**config.mk**
```make
export PLATFORM = sky130hd
export DESIGN_NAME = joystick_axis_conditioner
export DESIGN_NICKNAME = d
export VERILOG_FILES = /design/src/jac_pkg.sv /design/src/joystick_axis_conditioner.sv /design/src/jac_div.sv /design/src/jac_ctrl.sv
export SDC_FILE = /design/constraint.sdc
export NUM_CORES = 1
export LEC_CHECK = 0
export BUFFER_PORTS_ARGS = -buffer_cell sky130_fd_sc_hd__clkbuf_2
export CORE_ASPECT_RATIO = 1.5
export CORE_MARGIN = 5
export CORE_UTILIZATION = 30
export CTS_CLUSTER_SIZE = 10
export DETAILED_ROUTE_END_ITERATION = 12
export PLACE_DENSITY = 0.47
export SLEW_MARGIN = 40
export SYNTH_ARGS = -nofsm -noshare
export SYNTH_HDL_FRONTEND = slang
export SYNTH_HIERARCHICAL = 1
export SYNTH_SLANG_ARGS = --single-unit
export TNS_END_PERCENT = 20
```
**constraint.sdc**
```tcl
create_clock -name clk -period 14.1 [get_ports clk]
set_input_delay 0.705 -clock clk [delete_from_list [all_inputs] [get_ports clk]]
set_output_delay 0.705 -clock clk [all_outputs]
set_load 0.01 [all_outputs]
```
**src/jac_pkg.sv**
```systemverilog
// ----------------------------------------------------------------------------
// jac_pkg
// Shared types and constants for the joystick axis conditioner.
// ----------------------------------------------------------------------------
package jac_pkg;

  localparam int unsigned AXIS_W = 12;
  localparam int unsigned DIV_NW = 24;
  localparam int unsigned DIV_QW = 12;
  localparam int unsigned DIV_CW = 4;

  localparam logic [AXIS_W-1:0] CENTRE = 12'd2048;
  localparam logic [AXIS_W-1:0] FULL   = 12'd4095;
  localparam logic [AXIS_W-1:0] EMA_DIV = 12'd10;

  localparam logic [7:0] Y_BIAS_RST    = 8'd52;
  localparam logic [9:0] DEAD_BAND_RST = 10'd50;

  localparam logic REG_Y_BIAS    = 1'b0;
  localparam logic REG_DEAD_BAND = 1'b1;

  typedef enum logic [1:0] {
    ST_IDLE,
    ST_LOAD,
    ST_WAIT,
    ST_DONE
  } state_t;

  typedef enum logic [2:0] {
    OP_EMA_X,
    OP_EMA_Y,
    OP_CAL,
    OP_RED,
    OP_BLUE,
    OP_COL,
    OP_ROW
  } op_t;

  typedef struct packed {
    logic              start;
    logic [DIV_NW-1:0] num;
    logic [DIV_QW-1:0] den;
  } div_req_t;

  typedef struct packed {
    logic              done;
    logic [DIV_QW-1:0] quo;
  } div_rsp_t;

  typedef struct packed {
    logic [7:0]        red_level;
    logic [7:0]        blue_level;
    logic [6:0]        square_col;
    logic [5:0]        square_row;
    logic [AXIS_W-1:0] x_value;
    logic [AXIS_W-1:0] y_value;
  } res_t;

endpackage

```
**src/joystick_axis_conditioner.sv**
```systemverilog
// ----------------------------------------------------------------------------
// joystick_axis_conditioner
// Smooths a pair of 12-bit joystick samples, applies the centre deadzone and
// Y calibration, and derives LED levels and an 8x8 square position.
//
// A new sample pair is taken only once the previous result is handed over: the
// sequencer runs seven divisions (two smoothing steps, the Y stretch, two
// LED levels, column and row) on one shared radix-2 divider after accepting a
// pair and before handing over the result. in_tready is high
// only while the sequencer is idle. The result sits in an output register, so
// the next pair is taken while a finished result still waits for transfer.
// ----------------------------------------------------------------------------
module joystick_axis_conditioner #(
  parameter int unsigned SCREEN_WIDTH  = 128,
  parameter int unsigned SCREEN_HEIGHT = 64
) (
  input  logic        clk,
  input  logic        rst_n,
  input  logic        cfg_we,
  input  logic        cfg_index,
  input  logic [9:0]  cfg_wdata,
  input  logic        in_tvalid,
  output logic        in_tready,
  input  logic [31:0] in_tdata,   // raw_x[11:0], raw_y[23:12], leds_enabled[24], zero fill
  output logic        out_tvalid,
  input  logic        out_tready,
  output logic [55:0] out_tdata   // red_level[7:0], blue_level[15:8], square_col[22:16],
                                  // square_row[28:23], x_value[40:29], y_value[52:41], zero fill
);
  import jac_pkg::*;

  logic [7:0]  y_bias_r;
  logic [9:0]  dead_band_r;
  logic        out_tvalid_r;
  logic [55:0] out_tdata_r;

  logic     res_valid;
  logic     res_ready;
  res_t     res;
  div_req_t div_req;
  div_rsp_t div_rsp;

  always_ff @(posedge clk) begin
    if (!rst_n) begin
      y_bias_r    <= Y_BIAS_RST;
      dead_band_r <= DEAD_BAND_RST;
    end else if (cfg_we) begin
      case (cfg_index)
        REG_Y_BIAS:    y_bias_r    <= cfg_wdata[7:0];
        REG_DEAD_BAND: dead_band_r <= cfg_wdata;
        default: ;
      endcase
    end
  end

  jac_ctrl #(
    .SCREEN_WIDTH  (SCREEN_WIDTH),
    .SCREEN_HEIGHT (SCREEN_HEIGHT)
  ) u_ctrl (
    .clk          (clk),
    .rst_n        (rst_n),
    .in_valid     (in_tvalid),
    .in_ready     (in_tready),
    .raw_x        (in_tdata[11:0]),
    .raw_y        (in_tdata[23:12]),
    .leds_enabled (in_tdata[24]),
    .y_bias       (y_bias_r),
    .dead_band    (dead_band_r),
    .res_ready    (res_ready),
    .res_valid    (res_valid),
    .res          (res),
    .div_req      (div_req),
    .div_rsp      (div_rsp)
  );

  jac_div u_div (
    .clk   (clk),
    .rst_n (rst_n),
    .req   (div_req),
    .rsp   (div_rsp)
  );

  assign res_ready = !out_tvalid_r || out_tready;

  always_ff @(posedge clk) begin
    if (!rst_n) begin
      out_tvalid_r <= 1'b0;
    end else if (res_ready) begin
      out_tvalid_r <= res_valid;
    end
  end

  always_ff @(posedge clk) begin
    if (res_ready && res_valid) begin
      out_tdata_r <= {3'b000, res.y_value, res.x_value, res.square_row,
                      res.square_col, res.blue_level, res.red_level};
    end
  end

  assign out_tvalid = out_tvalid_r;
  assign out_tdata  = out_tdata_r;

endmodule

```
**src/jac_div.sv**
```systemverilog
// ----------------------------------------------------------------------------
// jac_div
// Restoring divider, one quotient bit per cycle, 24-bit dividend over a
// 12-bit divisor. The quotient must fit in 12 bits.
// ----------------------------------------------------------------------------
module jac_div (
  input  logic              clk,
  input  logic              rst_n,
  input  jac_pkg::div_req_t req,
  output jac_pkg::div_rsp_t rsp
);
  import jac_pkg::*;

  logic              busy_r;
  logic              done_r;
  logic [DIV_CW-1:0] cnt_r;
  logic [DIV_QW-1:0] rem_r;
  logic [DIV_QW-1:0] num_r;
  logic [DIV_QW-1:0] den_r;

  logic [DIV_QW:0]   trial;
  logic              ge;
  logic [DIV_QW-1:0] rem_nxt;
  logic [DIV_QW-1:0] num_nxt;

  always_comb begin
    trial   = {rem_r, num_r[DIV_QW-1]};
    ge      = trial >= {1'b0, den_r};
    rem_nxt = ge ? DIV_QW'(trial - {1'b0, den_r}) : trial[DIV_QW-1:0];
    num_nxt = {num_r[DIV_QW-2:0], ge};
  end

  always_ff @(posedge clk) begin
    if (!rst_n) begin
      busy_r <= 1'b0;
      done_r <= 1'b0;
      cnt_r  <= '0;
    end else begin
      done_r <= 1'b0;
      if (req.start) begin
        busy_r <= 1'b1;
        cnt_r  <= '0;
      end else if (busy_r) begin
        cnt_r <= cnt_r + 1'b1;
        if (cnt_r == DIV_CW'(DIV_QW - 1)) begin
          busy_r <= 1'b0;
          done_r <= 1'b1;
        end
      end
    end
  end

  always_ff @(posedge clk) begin
    if (req.start) begin
      rem_r <= req.num[DIV_NW-1:DIV_QW];
      num_r <= req.num[DIV_QW-1:0];
      den_r <= req.den;
    end else if (busy_r) begin
      rem_r <= rem_nxt;
      num_r <= num_nxt;
    end
  end

  assign rsp.done = done_r;
  assign rsp.quo  = num_r;

endmodule

```
**src/jac_ctrl.sv**
```systemverilog
// ----------------------------------------------------------------------------
// jac_ctrl
// Sequencer and axis state: steps through seven divisions on the shared
// divider and collects one conditioned result per sample pair.
// ----------------------------------------------------------------------------
module jac_ctrl #(
  parameter int unsigned SCREEN_WIDTH  = 128,
  parameter int unsigned SCREEN_HEIGHT = 64
) (
  input  logic                      clk,
  input  logic                      rst_n,
  input  logic                      in_valid,
  output logic                      in_ready,
  input  logic [jac_pkg::AXIS_W-1:0] raw_x,
  input  logic [jac_pkg::AXIS_W-1:0] raw_y,
  input  logic                      leds_enabled,
  input  logic [7:0]                y_bias,
  input  logic [9:0]                dead_band,
  input  logic                      res_ready,
  output logic                      res_valid,
  output jac_pkg::res_t             res,
  output jac_pkg::div_req_t         div_req,
  input  jac_pkg::div_rsp_t         div_rsp
);
  import jac_pkg::*;

  localparam logic [7:0] COL_SPAN = 8'(SCREEN_WIDTH - 8);
  localparam logic [7:0] ROW_SPAN = 8'(SCREEN_HEIGHT - 8);

  state_t state_r, state_nxt;
  op_t    op_r, op_nxt;

  logic [AXIS_W-1:0] raw_x_r;
  logic [AXIS_W-1:0] raw_y_r;
  logic              leds_r;
  logic [AXIS_W-1:0] sx_r;
  logic [AXIS_W-1:0] sy_r;
  logic [AXIS_W-1:0] y_r;
  logic [7:0]        red_r;
  logic [7:0]        blue_r;
  logic [6:0]        col_r;
  logic [5:0]        row_r;

  logic [AXIS_W-1:0] d12;
  logic [AXIS_W-1:0] off12;
  logic [AXIS_W-1:0] base;
  logic [AXIS_W-1:0] cal_lim;
  logic [AXIS_W-1:0] cal_sub;
  logic [AXIS_W-1:0] cal;
  logic [AXIS_W-1:0] lvl_v;
  logic [AXIS_W:0]   lvl_hi;
  logic [AXIS_W-1:0] lvl_diff;
  logic [AXIS_W-1:0] lvl_den;
  logic [AXIS_W-1:0] emx_old;
  logic [AXIS_W-1:0] emx_raw;
  logic [DIV_NW-1:0] num;
  logic [DIV_QW-1:0] den;

  function automatic logic [AXIS_W-1:0] snap(input logic [AXIS_W-1:0] v,
                                             input logic [9:0] d);
    logic [AXIS_W:0] lo_sum;
    logic [AXIS_W:0] hi_lim;
    begin
      lo_sum = {1'b0, v} + (AXIS_W+1)'(d);
      hi_lim = {1'b0, CENTRE} + (AXIS_W+1)'(d);
      if (lo_sum > {1'b0, CENTRE} && {1'b0, v} < hi_lim) begin
        snap = CENTRE;
      end else begin
        snap = v;
      end
    end
  endfunction

  always_comb begin
    d12     = AXIS_W'(dead_band);
    off12   = AXIS_W'(y_bias);
    base    = CENTRE - d12;
    cal_lim = FULL - off12;
    cal_sub = (sy_r >= off12) ? sy_r - off12 : '0;
    cal     = (cal_sub > cal_lim) ? cal_lim : cal_sub;

    lvl_v    = (op_r == OP_RED) ? sx_r : y_r;
    lvl_hi   = {1'b0, CENTRE} + (AXIS_W+1)'(dead_band);
    lvl_diff = '0;
    lvl_den  = base;
    if (lvl_v < CENTRE) begin
      if (lvl_v <= base) begin
        lvl_diff = base - lvl_v;
      end
    end else if ({1'b0, lvl_v} > lvl_hi) begin
      lvl_diff = AXIS_W'({1'b0, lvl_v} - lvl_hi);
      lvl_den  = 12'd2047 - d12;
    end

    emx_old = (op_r == OP_EMA_X) ? sx_r : sy_r;
    emx_raw = (op_r == OP_EMA_X) ? raw_x_r : raw_y_r;

    case (op_r)
      OP_EMA_X, OP_EMA_Y: begin
        num = DIV_NW'(emx_raw) + DIV_NW'({emx_old, 3'b000}) + DIV_NW'(emx_old);
        den = EMA_DIV;
      end
      OP_CAL: begin
        num = {cal, {AXIS_W{1'b0}}} - DIV_NW'(cal);
        den = cal_lim;
      end
      OP_RED, OP_BLUE: begin
        num = DIV_NW'({lvl_diff, 8'h00}) - DIV_NW'(lvl_diff);
        den = lvl_den;
      end
      OP_COL: begin
        num = DIV_NW'(20'(sx_r) * 20'(COL_SPAN));
        den = FULL;
      end
      OP_ROW: begin
        num = DIV_NW'(20'(FULL - y_r) * 20'(ROW_SPAN));
        den = FULL;
      end
      default: begin
        num = '0;
        den = FULL;
      end
    endcase
  end

  always_comb begin
    state_nxt     = state_r;
    op_nxt        = op_r;
    in_ready      = 1'b0;
    res_valid     = 1'b0;
    div_req.start = 1'b0;
    div_req.num   = num;
    div_req.den   = den;
    case (state_r)
      ST_IDLE: begin
        in_ready = 1'b1;
        if (in_valid) begin
          op_nxt    = OP_EMA_X;
          state_nxt = ST_LOAD;
        end
      end
      ST_LOAD: begin
        div_req.start = 1'b1;
        state_nxt     = ST_WAIT;
      end
      ST_WAIT: begin
        if (div_rsp.done) begin
          state_nxt = ST_LOAD;
          case (op_r)
            OP_EMA_X: op_nxt = OP_EMA_Y;
            OP_EMA_Y: op_nxt = OP_CAL;
            OP_CAL:   op_nxt = OP_RED;
            OP_RED:   op_nxt = OP_BLUE;
            OP_BLUE:  op_nxt = OP_COL;
            OP_COL:   op_nxt = OP_ROW;
            default:  state_nxt = ST_DONE;
          endcase
        end
      end
      ST_DONE: begin
        res_valid = 1'b1;
        if (res_ready) begin
          state_nxt = ST_IDLE;
        end
      end
      default: state_nxt = ST_IDLE;
    endcase
  end

  always_ff @(posedge clk) begin
    if (!rst_n) begin
      state_r <= ST_IDLE;
      op_r    <= OP_EMA_X;
      sx_r    <= CENTRE;
      sy_r    <= CENTRE;
    end else begin
      state_r <= state_nxt;
      op_r    <= op_nxt;
      if (state_r == ST_WAIT && div_rsp.done) begin
        case (op_r)
          OP_EMA_X: sx_r <= snap(div_rsp.quo, dead_band);
          OP_EMA_Y: sy_r <= div_rsp.quo;
          default: ;
        endcase
      end
    end
  end

  always_ff @(posedge clk) begin
    if (state_r == ST_IDLE && in_valid) begin
      raw_x_r <= raw_x;
      raw_y_r <= raw_y;
      leds_r  <= leds_enabled;
    end
    if (state_r == ST_WAIT && div_rsp.done) begin
      case (op_r)
        OP_CAL:  y_r    <= snap(div_rsp.quo, dead_band);
        OP_RED:  red_r  <= leds_r ? div_rsp.quo[7:0] : 8'h00;
        OP_BLUE: blue_r <= leds_r ? div_rsp.quo[7:0] : 8'h00;
        OP_COL:  col_r  <= div_rsp.quo[6:0];
        OP_ROW:  row_r  <= div_rsp.quo[5:0];
        default: ;
      endcase
    end
  end

  assign res.red_level  = red_r;
  assign res.blue_level = blue_r;
  assign res.square_col = col_r;
  assign res.square_row = row_r;
  assign res.x_value    = sx_r;
  assign res.y_value    = y_r;

endmodule

```
# Word level (Yosys, flattened, before mapping)
# Cells that the tools add are included.
# classes
addsub,15
n_bitwise,3
mux,35
n_reduce_logical,26
mul,2
eq_ne,14
order_cmp,8
# ops
cell,n
$mux 12,16
$pmux 24 s5,1
$pmux 12 s3,1
$sub 12x12->12,3
$add 24x12->24,1
$sub 24x12->24,1
$mul 20x3->21 const B,1
$sub 20x12->21,1
$pmux 3 s6,1
$reduce_and 2->1,9
$add 12x15->16,1
$mul 12x4->16 const B,1
$add 12x10->13,1
$add 12x10->13 const A,1
$ge 13x12->1,1
$gt 12x13->1,1
$gt 13x12->1 const B,1
$lt 12x13->1,1
$sub 12x12->13 const A,1
$ge 12x8->1,1
$gt 12x12->1,1
$le 12x12->1,1
$lt 12x12->1 const B,1
$sub 11x10->12 const A,1
other kinds (31),54
# totals
in_bits,48
register_bits,209
word_cells,125

# Depth between registers and ports, before layout
# depth
depth_word,8
depth_mapped,27

# By module
# The synthesis kept the hierarchy.
# by_module_without_submodules
module,cells_per_inst,area_each_um2,instances
jac_ctrl,1277,11138.2,1
joystick_axis_conditioner,139,2407.3,1
jac_div,207,2377.3,1

# Worst setup path before layout
# OpenSTA, ideal clock, no wires.
# synth_timing
path_type,flip-flop to flip-flop
from,reg y_bias_r[6]
to,reg u_div.rem_r[6] (data pin)
required_ps,13828
arrival_time_ps,5498
path_stages_with_launch,28
path_slack_ps,8329
setup_time_ps,272
n_path_buf,5
path_cell_list,dfxtp_1 > clkbuf_1 > inv_1 > ha_1 > buf_4 > and2_1 > a22o_1 > or3_4 > buf_4 > clkbuf_1 > nand2_1 > inv_1 > ha_1 > a21o_1 > maj3_1 > o2bb2ai_1 > a21oi_1 > nor2_1 > o31ai_4 > buf_6 > mux2i_1 > ha_1 > and2_1 > nand3_2 > mux2i_1 > or4_1 > nand2_1 > o211ai_1
# synth_rtl
element,line_no,text
"start, declared",joystick_axis_conditioner.sv:32,logic [7:0] y_bias_r;
"start signal, assigned",joystick_axis_conditioner.sv:49,REG_Y_BIAS: y_bias_r <= cfg_wdata[7:0];
"end signal, assigned",jac_div.sv:55,rem_r <= req.num[DIV_NW-1:DIV_QW];
"end signal, assigned",jac_div.sv:59,rem_r <= rem_nxt;
"end, declared",jac_div.sv:17,logic [DIV_QW-1:0] rem_r;

==> results.txt <==
----------------------------------------------------
[Critical path]
  Endpoint required time on the critical path ... 14.41 ns
  Crit path max fanout ... 15
  Capturing point of the worst reg2reg path ... u_div/rem_r[4]$_DFFE_PP_
  FF-to-FF Start ... u_ctrl/op_r[2]$_SDFFE_PN0P_
  Signal arrival time at the worst endpoint ... 8.00 ns
  FF-to-FF setup slack ... 6.40 ns
  Crit path launch type ... flip-flop
  Critical path capture point type ... flip-flop
  Number of cells traversed by the worst register-to-register path ... 22
  Category of the most critical setup path ... flip-flop to flip-flop

[Yosys]
  Top cells by instance count after synthesis ... edfxtp_1, inv_1, nand2_1
  Post-synthesis async set-or-reset flop share ... 0%
  Syn_area_per_cell ... 9.81 sq um
  Proportion of synthesized chip area in sequential cells ... 36.0%
  Cell with the most instances after synthesis ... edfxtp_1
  Instance count of the mapped netlist ... 1623
  Synthesized cell area ... 15900 sq um
  Proportion of netlist area held by the largest area contributor ... 29.2%
  Cell type with the highest aggregate area in the netlist ... edfxtp_1
  Count of warnings emitted by yosys ... 6
  Post-synth top flop ... edfxtp_1
  Number of enable-type register cells in the synthesized netlist ... 155
  Netlist cell types ... 94
  Leading post-synthesis cells by cell area ... edfxtp_1, ha_1, dfxtp_1
  FF+latch count, synth ... 209

[Timing]
  Worst-case hold slack ... 0.311 ns
  Tightest Pin Transition ... 0.818 ns
  Final critical-path share of the clock period ... 54.6%
  Worst clock skew on the final layout ... 0.0222 ns
  Highest clock frequency the design can meet ... 0.130 GHz
  Worst slew slack as a fraction of its limit ... 44.8%
  Fin. max-slew vios ... 0
  Final critical-path setup slack ... 6.40 ns
  Count of endpoints failing setup in the final report ... 0
  Setup repair after global routing missed its margin ... false
  Fin Setup TNS ... 0 ns
  Minimum clock period after layout ... 7.70 ns
  Final Hold Viols ... 0

[Layout]
  Final cell area excluding filler cells ... 17900 sq um
  Number of inserted diodes ... 0
  Area added between synthesis and finish ... 12.5%
  Nets ... 1920
  Share of post-route cells with drive strength above 1 ... 12.6%

[Route]
  Violation count after the first detailed-routing iteration ... 752
  Remaining antenna violation count after routing ... 0
  Drt total wl ... 51.3 mm
  Total DRC errors in the routed layout ... 0
  Via count ... 12600
  Number of search-and-repair iterations in the first detailed-routing pass ... 7
  Via/cell ratio ... 5.25
  Wire per inst ... 21.4 microns

[Worst hold path]
  Launch instance of the worst min-delay path ... in_tdata[2]
  Worst hold path endpoint ... u_ctrl/raw_x_r[2]$_DFFE_PP_
  Min-Delay Path Depth ... 1
  Path category of the worst min-delay check ... input pin to flip-flop

[Placed design]
  Sum of net half-perimeters after detailed placement ... 40.4 mm
  Post-placement cell area ... 17100 sq um
  Setup Slack @ Placement ... 6.54 ns
  Routability Congestion ... 0.890
  IO buf count ... 95

[Global route]
  Wire length of the first global-routing pass ... 77.8 mm
  Number of global-route vias before repair ... 12800
  Total global-route track usage ... 17.3%
  Pin count of the biggest net entering global routing ... 59
  Residual overflow from global routing ... 0
  Antenna violations before repair ... 0

[Clock network]
  Number of hold buffers added after CTS ... 0
  Post_cts resized ... 0
  Clock root buffer ... clkbuf_16
  Buffers from clock root to sink, at most ... 3
  CTS sink cnt ... 209
  Number of buffers inserted during clock tree synthesis ... 26
  Post-CTS Setup Inserts ... 0
  Clock tree from TritonCTS ... yes
  Later-pin clock latency in the skew report ... 0.57 ns
  H-tree Lvls ... 1
  Clock transition time at the flip-flop clock pins of the worst setup and hold paths ... 0.07 ns

[Die]
  Initial cell density of the core ... 30.3%
  Die outline width ... 198 microns
  Standard-cell row count ... 103
  Full die area ... 57900 sq um
  Core ar. ... 52600 sq um
  # IOs ... 106
  Die outline height ... 292 microns

[Run status]
  Status ... completed

[Pwr]
  Ratio of total power to cell area ... 93.3 nW/um^2
  Worst vdd ir ... 0.0000965 V
  Leakage power total ... 7.46 nW

[Run]
  Number of violations of the max-capacitance limit ... 0

----------------------------------------------------
## metrics by stage
step                      total power [W]  utilization [%]  cells
final                             0.00167             34.1   2401
after global routing              0.00175             34.1   2401
after CTS                         0.00170             34.1   2401
after detailed placement          0.00102             32.5   2353
after global placement            0.00102             32.4   2353
after floorplan                  0.000935                -   1625
## per-layer routing
| layer | track usage, % | vias up | wire length [microns] |
|---|---|---|---|
| met5 | 0 | - | 0 |
| met4 | 9.63 | 0 | 3340 |
| met2 | 31.2 | 282 | 26200 |
| li1 | - | 6042 | - |
| met3 | 1.50 | 113 | 1640 |
| met1 | 20.0 | 6168 | 20200 |
## registers in the layout, indices dropped and copies added (netlist names), 10 cells and up
signal and cells:
u_ctrl/sx_r 12, u_ctrl/raw_x_r 12, u_ctrl/sy_r 12, u_ctrl/raw_y_r 12
out_tdata 53, u_div/den_r 12, u_ctrl/y_r 12, u_div/num_r 12
dead_band_r 10, u_div/rem_r 12
## where the power goes
part	internal, W	switching, W
logic	0.000118	0.000171
registers	0.000691	0.0000314
clock network	0.000385	0.000275
total	0.00119	0.000477
## how the worst max path moves through the flow
stage	startpoint	end	slack, ns	cells past startpoint
floorplan	y_bias_r[6]$_SDFFE_PN0P_	u_div/rem_r[6]$_DFFE_PP_	8.33	27
global placement	u_ctrl/op_r[2]$_SDFFE_PN0P_	u_div/rem_r[4]$_DFFE_PP_	6.49	22
detailed placement	u_ctrl/op_r[2]$_SDFFE_PN0P_	u_div/rem_r[4]$_DFFE_PP_	6.54	22
CTS	u_ctrl/op_r[2]$_SDFFE_PN0P_	u_div/rem_r[4]$_DFFE_PP_	6.50	22
global route	u_ctrl/op_r[2]$_SDFFE_PN0P_	u_div/rem_r[4]$_DFFE_PP_	5.96	22
finish	u_ctrl/op_r[2]$_SDFFE_PN0P_	u_div/rem_r[4]$_DFFE_PP_	6.40	22
## kinds of logic (layout without fill, tap and decap cells)
| kind of cell | after synthesis | count (layout) | synth area share [%] |
|---|---|---|---|
| buffers and inverters | 212 | 306 | 5.56 |
| muxes | 74 | 74 | 4.93 |
| and+or+nand+nor | 435 | 435 | 13.5 |
| DFF | 209 | 209 | 36.0 |
| other | 1 | 3 | 0.0236 |
| AOI/OAI and AO/OA | 409 | 409 | 18.1 |
| xor gates and xnor gates | 109 | 109 | 6.00 |
| adders and majority gates | 174 | 174 | 15.9 |
## cells in the final DEF, fill, tap and decap left out, drive strengths merged, types with 30 or more instances in the layout
cell and instances:
a21oi 91, inv 149, dfxtp 54, xnor2 74, nor2 90, ha 125
o21ai 70, mux2i 44, xor2 35, a21o 31, fa 48, clkbuf 139
mux2 30, nand2 144, edfxtp 155
## critical path, cell delays in order, from the launching register on
cell,delay (ns)
dfxtp_1,0.67
clkinv_1,0.34
nand3_1,0.58
clkinv_1,0.47
o21ai_0,0.63
ha_1,0.29
inv_1,0.06
fa_1,0.41
a21o_1,0.23
a211o_1,0.31
a221o_1,0.37
a31oi_1,0.25
nor2_2,0.18
a22oi_1,0.41
ha_1,0.37
a21o_1,0.21
a21o_1,0.21
a21oi_1,0.26
o211ai_1,0.19
xnor2_1,0.16
a21oi_1,0.19
o21ai_0,0.23
a221o_1,0.40
## area by class of cell
cell class | instances | area (sq um)
multi-input combinational | 1204 | 9370
tap | 682 | 853
clock inverter | 4 | 70.1
fill | 5401 | 34700
sequential | 209 | 5740
inverter | 152 | 571
timing repair buffer | 106 | 558
clock buffer | 44 | 759
(Power assumes the default switching activity.)
